$ cat config.mk
export PLATFORM = sky130hd
export DESIGN_NAME = ubds_sel
export DESIGN_NICKNAME = d
export VERILOG_FILES = /design/src/sv/ubds_pkg.sv /design/src/sv/ubds_sel.sv
export SDC_FILE = /design/constraint.sdc
export NUM_CORES = 1
export LEC_CHECK = 0
export ABC_AREA = 0
export BUFFER_PORTS_ARGS = -buffer_cell sky130_fd_sc_hd__clkbuf_2
export CAP_MARGIN = 20
export CORE_AREA = 4 4 233 235
export DETAILED_ROUTE_END_ITERATION = 8
export DIE_AREA = 0 0 237 239
export PLACE_DENSITY = 0.68
export SLEW_MARGIN = 20
export SYNTH_ARGS = -nofsm -noshare
export SYNTH_HDL_FRONTEND = slang
export SYNTH_SLANG_ARGS = --single-unit
$ cat constraint.sdc
create_clock -name i_clk -period 7.1 [get_ports i_clk]
set_clock_uncertainty 0.1 [all_clocks]
set_input_delay 0 -clock i_clk [delete_from_list [all_inputs] [get_ports i_clk]]
set_output_delay 0 -clock i_clk [all_outputs]
set_load 0.01 [all_outputs]
$ cat src/sv/ubds_pkg.sv
// Package for the serial baud divisor search.
// Holds the lane constants, status codes, candidate type and selection function.
// No dependencies.
package ubds_pkg;

    // search range and limits
    localparam logic [3:0]  OSR_TOP     = 4'hF;
    localparam int          NUM_LANES   = 8;
    localparam logic [15:0] BRG_MAX     = 16'hFFFF;
    localparam logic [31:0] Q_MAX       = 32'd65536;
    localparam int          DIV_BITS    = 32;
    localparam int          BAUD_W      = 24;

    typedef enum logic [1:0] {
        ST_OK    = 2'd0,
        ST_NOFIT = 2'd1,
        ST_ZERO  = 2'd2
    } t_status;

    // one candidate divisor setting
    typedef struct packed {
        logic        nofit;
        logic [31:0] err;
        logic [15:0] brg;
        logic [3:0]  osr;
    } t_cand;

    // a holds the higher osr; b replaces it when a does not fit, or when both fit and b has a strictly smaller error
    function automatic t_cand pick(input t_cand a, input t_cand b);
        t_cand r;
        if (b.nofit) begin
            r = a;
        end else if (a.nofit) begin
            r = b;
        end else if (b.err < a.err) begin
            r = b;
        end else begin
            r = a;
        end
        return r;
    endfunction

endpackage

$ cat src/sv/ubds_sel.sv
// Registered three-level minimum tree over the eight candidates, plus result formatting.
// Depends on ubds_pkg.
module ubds_sel
    import ubds_pkg::*;
(
    input  logic                        i_clk,
    input  logic                        i_rst_n,
    input  logic                        i_en,
    input  logic                        i_valid,
    input  logic                        i_zero,
    input  t_cand [NUM_LANES-1:0]       i_cand,
    output logic                        o_valid,
    output logic [3:0]                  o_osr,
    output logic [15:0]                 o_brg,
    output logic [31:0]                 o_err,
    output t_status                     o_status
);

    logic        r_v1, r_v2, r_v3;
    logic        r_z1, r_z2;
    t_cand [3:0] r_c1;
    t_cand [1:0] r_c2;
    t_cand       n_win;
    logic [3:0]  r_osr;
    logic [15:0] r_brg;
    logic [31:0] r_err;
    t_status     r_status;

    assign n_win = pick(r_c2[0], r_c2[1]);

    // valid bits
    always_ff @(posedge i_clk) begin
        if (!i_rst_n) begin
            r_v1 <= 1'b0;
            r_v2 <= 1'b0;
            r_v3 <= 1'b0;
        end else if (i_en) begin
            r_v1 <= i_valid;
            r_v2 <= r_v1;
            r_v3 <= r_v2;
        end
    end

    // tree levels; lower index always carries the higher osr
    always_ff @(posedge i_clk) begin
        if (i_en) begin
            for (int k = 0; k < 4; k++) begin
                r_c1[k] <= pick(i_cand[2*k], i_cand[2*k+1]);
            end
            for (int k = 0; k < 2; k++) begin
                r_c2[k] <= pick(r_c1[2*k], r_c1[2*k+1]);
            end
            r_z1 <= i_zero;
            r_z2 <= r_z1;
            if (n_win.nofit) begin
                r_osr    <= OSR_TOP;
                r_brg    <= BRG_MAX;
                r_err    <= '0;
                r_status <= r_z2 ? ST_ZERO : ST_NOFIT;
            end else begin
                r_osr    <= n_win.osr;
                r_brg    <= n_win.brg;
                r_err    <= n_win.err;
                r_status <= ST_OK;
            end
        end
    end

    assign o_valid  = r_v3;
    assign o_osr    = r_osr;
    assign o_brg    = r_brg;
    assign o_err    = r_err;
    assign o_status = r_status;

endmodule

# == Word level (Yosys, flattened, before mapping) ==
# Cells that the tools add are included.
# W data, S select, Z words.
# word_totals
reg_bits,377
in_bits,429
output_inout_bits,55
word_cells,62
# classes
order_cmp,7
mux,22
# ops
cell,count
$mux W52,14
$mux W53,7
$lt A32 B32 Y1,7
$mux W2,1

# == Depth between registers and ports, before layout ==
# depth
ltp_word,4
mapped_depth,10

# == Worst setup path before layout ==
# Ideal clock, no wire load.
# synth_timing
path_kind,reg2reg
start,reg r_c1[84] (netlist name)
end,reg r_c2[10] (netlist name) (data pin)
setup_time_ns,0.260
t_arrival_ns,2.651
setup_slack_ns,4.088
path_stages_with_launch,9
cell_sequence,edfxtp_1 -> ha_1 -> a41oi_1 -> o21ai_0 -> a221o_1 -> or3_4 -> a311oi_4 -> buf_6 -> mux2_4
# synth_between
elab_chain_cells,4
# synth_lines
item,line,source
from (decl),ubds_sel.sv:21,t_cand [3:0] r_c1;
"from (signal, indexed assignment)",ubds_sel.sv:48,"r_c1[k] <= pick(i_cand[2*k], i_cand[2*k+1]);"
$lt A32 B32 Y1,ubds_pkg.sv:35,end else if (b.err < a.err) begin
$mux W52,ubds_pkg.sv:35,
$mux W52,ubds_pkg.sv:33,end else if (a.nofit) begin
$mux W53,ubds_pkg.sv:31,if (b.nofit) begin
"to (signal, indexed assignment)",ubds_sel.sv:51,"r_c2[k] <= pick(r_c1[2*k], r_c1[2*k+1]);"
to (decl),ubds_sel.sv:22,t_cand [1:0] r_c2;
# Every way passes these cells.
# A chain may end at the register's enable or synchronous reset.

# == Worst setup path in the final report ==
# layout_timing
start,in i_cand[414] (netlist name)
end,reg r_c1[166] (netlist name) (data pin)
# layout_between
elab_chain_cells,4
# layout_lines
item,line,source
from (decl),ubds_sel.sv:11,"input t_cand [NUM_LANES-1:0] i_cand,"
$lt A32 B32 Y1,ubds_pkg.sv:35,
$mux W52,ubds_pkg.sv:35,
$mux W52,ubds_pkg.sv:33,
$mux W53,ubds_pkg.sv:31,
# Every way passes these cells.

==> out/results.txt <==
status: finished clean
sequential share of the synthesized area: 48.3%
Yosys warnings: 0
number of global-route vias before repair: 20000
hold_ws: 107 ps
Yosys cell types: 49
highest routing layer actually used: met5
net count of the finished layout: 3494
Initial Util: 44.8%
Final Hold Vio Count: 0
Ports: 484
CP Capture Type: flop
mux cell area share after synthesis: 16.8%
fmax: 231 MHz
Setup CP Type: input pin to flop
Final ANT Viol Nets: 0
Synth Area in XOR/XNOR: 0%
largest net degree at the start of global routing: 190
DR WL/cell: 19.6 um
drt pass-1 iters: 5
Area growth, synth to finish: 40.0%
Post-synth EDFFs: 374
top_reg_cell synth: edfxtp_1
reg2reg end: r_c2[53]
width of the die: 237 um
Via density: 5.35
initial antenna violation count: 6
Setup-failing EPs final: 0
Worst VDD drop: 194 uV
Mapped Avg Cell Area: 12.2 um^2
drt total wl: 70000 um
slew margin rel.: 24.5%
die height: 239 um
HP Start: i_zero
Post-Place Worst Slack: 3230 ps
area share of fa/ha/maj cells after synthesis: 11.6%
H-Tree Depth: 2
Synth Area in Compound Gates: 9.72%
flops & latches, synth: 377
maximum root-to-sink buffer count: 3
Pins Over Slew Limit: 0
layout cells sized above 1: 30.9%
routability-driven placement congestion ratio: 0.880
PnR worst setup slack: 2780 ps
Setup Buffers After CTS: 0
GRT overflow: 0
DRT met1 WL: 29300 um
total length of routed met3 wires: 4260 um
Mapped Area: 23400 um^2
die area: 56600 um^2
Core Area: 52200 um^2
dominant combinational cell family by area after synthesis: multiplexers
Fin Setup TNS: 0 ps
# rows: 84
Worst Setup Start Kind: input pin
Syn Inst Count: 1910
via count: 19100
pwr dens: 212 nW/um^2
max_cap viols: 0
total global-route track usage: 23.6%
clk slew on worst S/H paths: 60 ps
Worst Tran Pin Value: 1130 ps
first-pass GRT wire length: 106000 um
Post-synth ARST share: 0%
Endpoint, Worst Hold: r_z1
CP arrival: 4520 ps
worst min-delay path category: input pin to flop
metal2 WL: 33900 um
CP max FO: 104
crit path time final: 4320 ps
reg2reg start: r_c1[190]
Min-Delay Path Depth: 2
fin crit share: 60.9%
port bufs: 483
Sink Count: 377
clk_lat worst skew: 550 ps
DRC: 0
Resized Gates After CTS: 0
Lkg Pwr: 14.3 nW
worst reg-to-reg path cell count: 8
HPWL reported at the end of detailed placement: 48400 um
CTS tree: done
RSZ-0062 raised after global routing: false
cts bufs inserted: 43
synthesized net count: 2556
drt initial violations: 1360
Synth Area in Simple Gates: 8.20%
clock root buffer: clkbuf_16
worst endpoint required time: 7300 ps
Worst R2R Setup Slack: 3240 ps
-- state kept, by name, indices dropped and copies added, names as in the netlist --
name,flops
r_c2,106
r_c1,212
o_valid,1
o_brg,16
r_v1,1
r_z2,1
o_err,32
o_osr,4
r_v2,1
r_z1,1
o_status,2
-- cell families after synthesis --
logic type | after synthesis
adders and majority gates | 217
DFF | 377
buffers and inverters | 313
AOI/OAI and AO/OA | 341
muxes | 315
and+or+nand+nor | 347
-- power breakdown --
part	total [mW]	switching [mW]	leakage (nW)	internal [mW]
logic	1.76	0.797	9.96	0.959
clock network	2.25	0.914	0.705	1.34
registers	2.94	0.144	3.69	2.79
-- worst max path at each step --
stage / from / to / slack [ps] / depth (start not counted)
after floorplan: r_c1[84] / r_c2[10] / 4090 / 8
after global placement: i_cand[353] / r_c1[179] / 3270 / 10
after detailed placement: i_cand[353] / r_c1[189] / 3230 / 10
after CTS: i_cand[353] / r_c1[209] / 2680 / 12
after global routing: i_cand[359] / r_c1[184] / 2670 / 13
final: i_cand[414] / r_c1[166] / 2780 / 12
-- cells in the mapped netlist, drive strengths merged (6+ instances only) --
cell type  instances  area (um^2)
nand2            128          480
o21ai             50          250
nor2              28          105
buf               26          188
and2               7         43.8
mux2             310         3870
nor3               7         35.0
a22o              32          280
nand2b            59          369
nand4b            52          455
a21oi            145          726
clkbuf            60          225
nor2b              6         37.5
o22a              22          193
ha               217         2720
nand3             11         55.1
nor4               9         56.3
a221oi            54          473
inv              227          852
nand4             21          131
or3                6         47.5
edfxtp           374        11200
-- stage by stage --
stage | util [%] | instances | cell area [um^2] | power [mW]
global placement | 50.7 | 3012 | 26500 | 4.34
finish | 62.7 | 3572 | 32700 | 6.95
detailed placement | 50.7 | 3012 | 26500 | 4.39
floorplan | - | 1910 | 23400 | 3.82
global route | 62.7 | 3572 | 32700 | 7.27
CTS | 62.6 | 3568 | 32700 | 6.98
-- area by class of cell --
type / instances / area (um^2)
fill: 3872 / 19500
tap: 688 / 861
clock inverter: 30 / 332
antenna: 3 / 7.51
multi-input combinational: 1220 / 10900
timing repair buffer: 979 / 7360
inverter: 227 / 852
clock buffer: 48 / 1090
sequential: 377 / 11300
-- worst max-delay path, cell delays in order --
cell and delay [ps]:
dlygate4sd3_1 530, clkbuf_2 130, ha_1 300, and3_1 200
a221o_1 390, a221oi_4 280, buf_4 880, a21oi_1 180
a221oi_1 350, dlygate4sd3_1 620, nand2_1 60, dlygate4sd3_1 570
-- what timing repair did --
| item | 4_1_cts | 5_1_grt |
|---|---|---|
| hold buffers | 478 | 0 |
| endpoints found under the setup margin | 0 | 0 |
| hold endpoints to repair | 321 | 0 |
-- layout by cell type, fill, tap and decap left out, types with 5 or more instances in the layout --
cell           count
inv_1            227
a21oi_1          145
nand3_1           11
o21ai_0           49
ha_1             217
clkinv_1           8
dlygate4sd3_1    478
mux2_2           210
buf_4             16
clkbuf_2         481
clkinv_2           8
a22o_1            32
nor3_1             7
a21o_1             5
mux2_4           100
bufinv_16          6
and2_1             7
nand4b_1          52
mux2i_1            5
o22a_1            22
nor2b_1            5
a221oi_1          53
nor2_1            28
nor4_1             9
edfxtp_1         374
clkbuf_1           5
nand2_1          128
nand4_1           21
nand2b_1          59
clkbuf_16         43
-- per-layer routing --
metal	track usage (%)	vias up
met4	8.65	6
met3	3.68	167
li1	-	9056
met1	30.3	9148
met2	40.4	751
met5	0	-
Note: power is estimated with default switching activity, not from simulation.
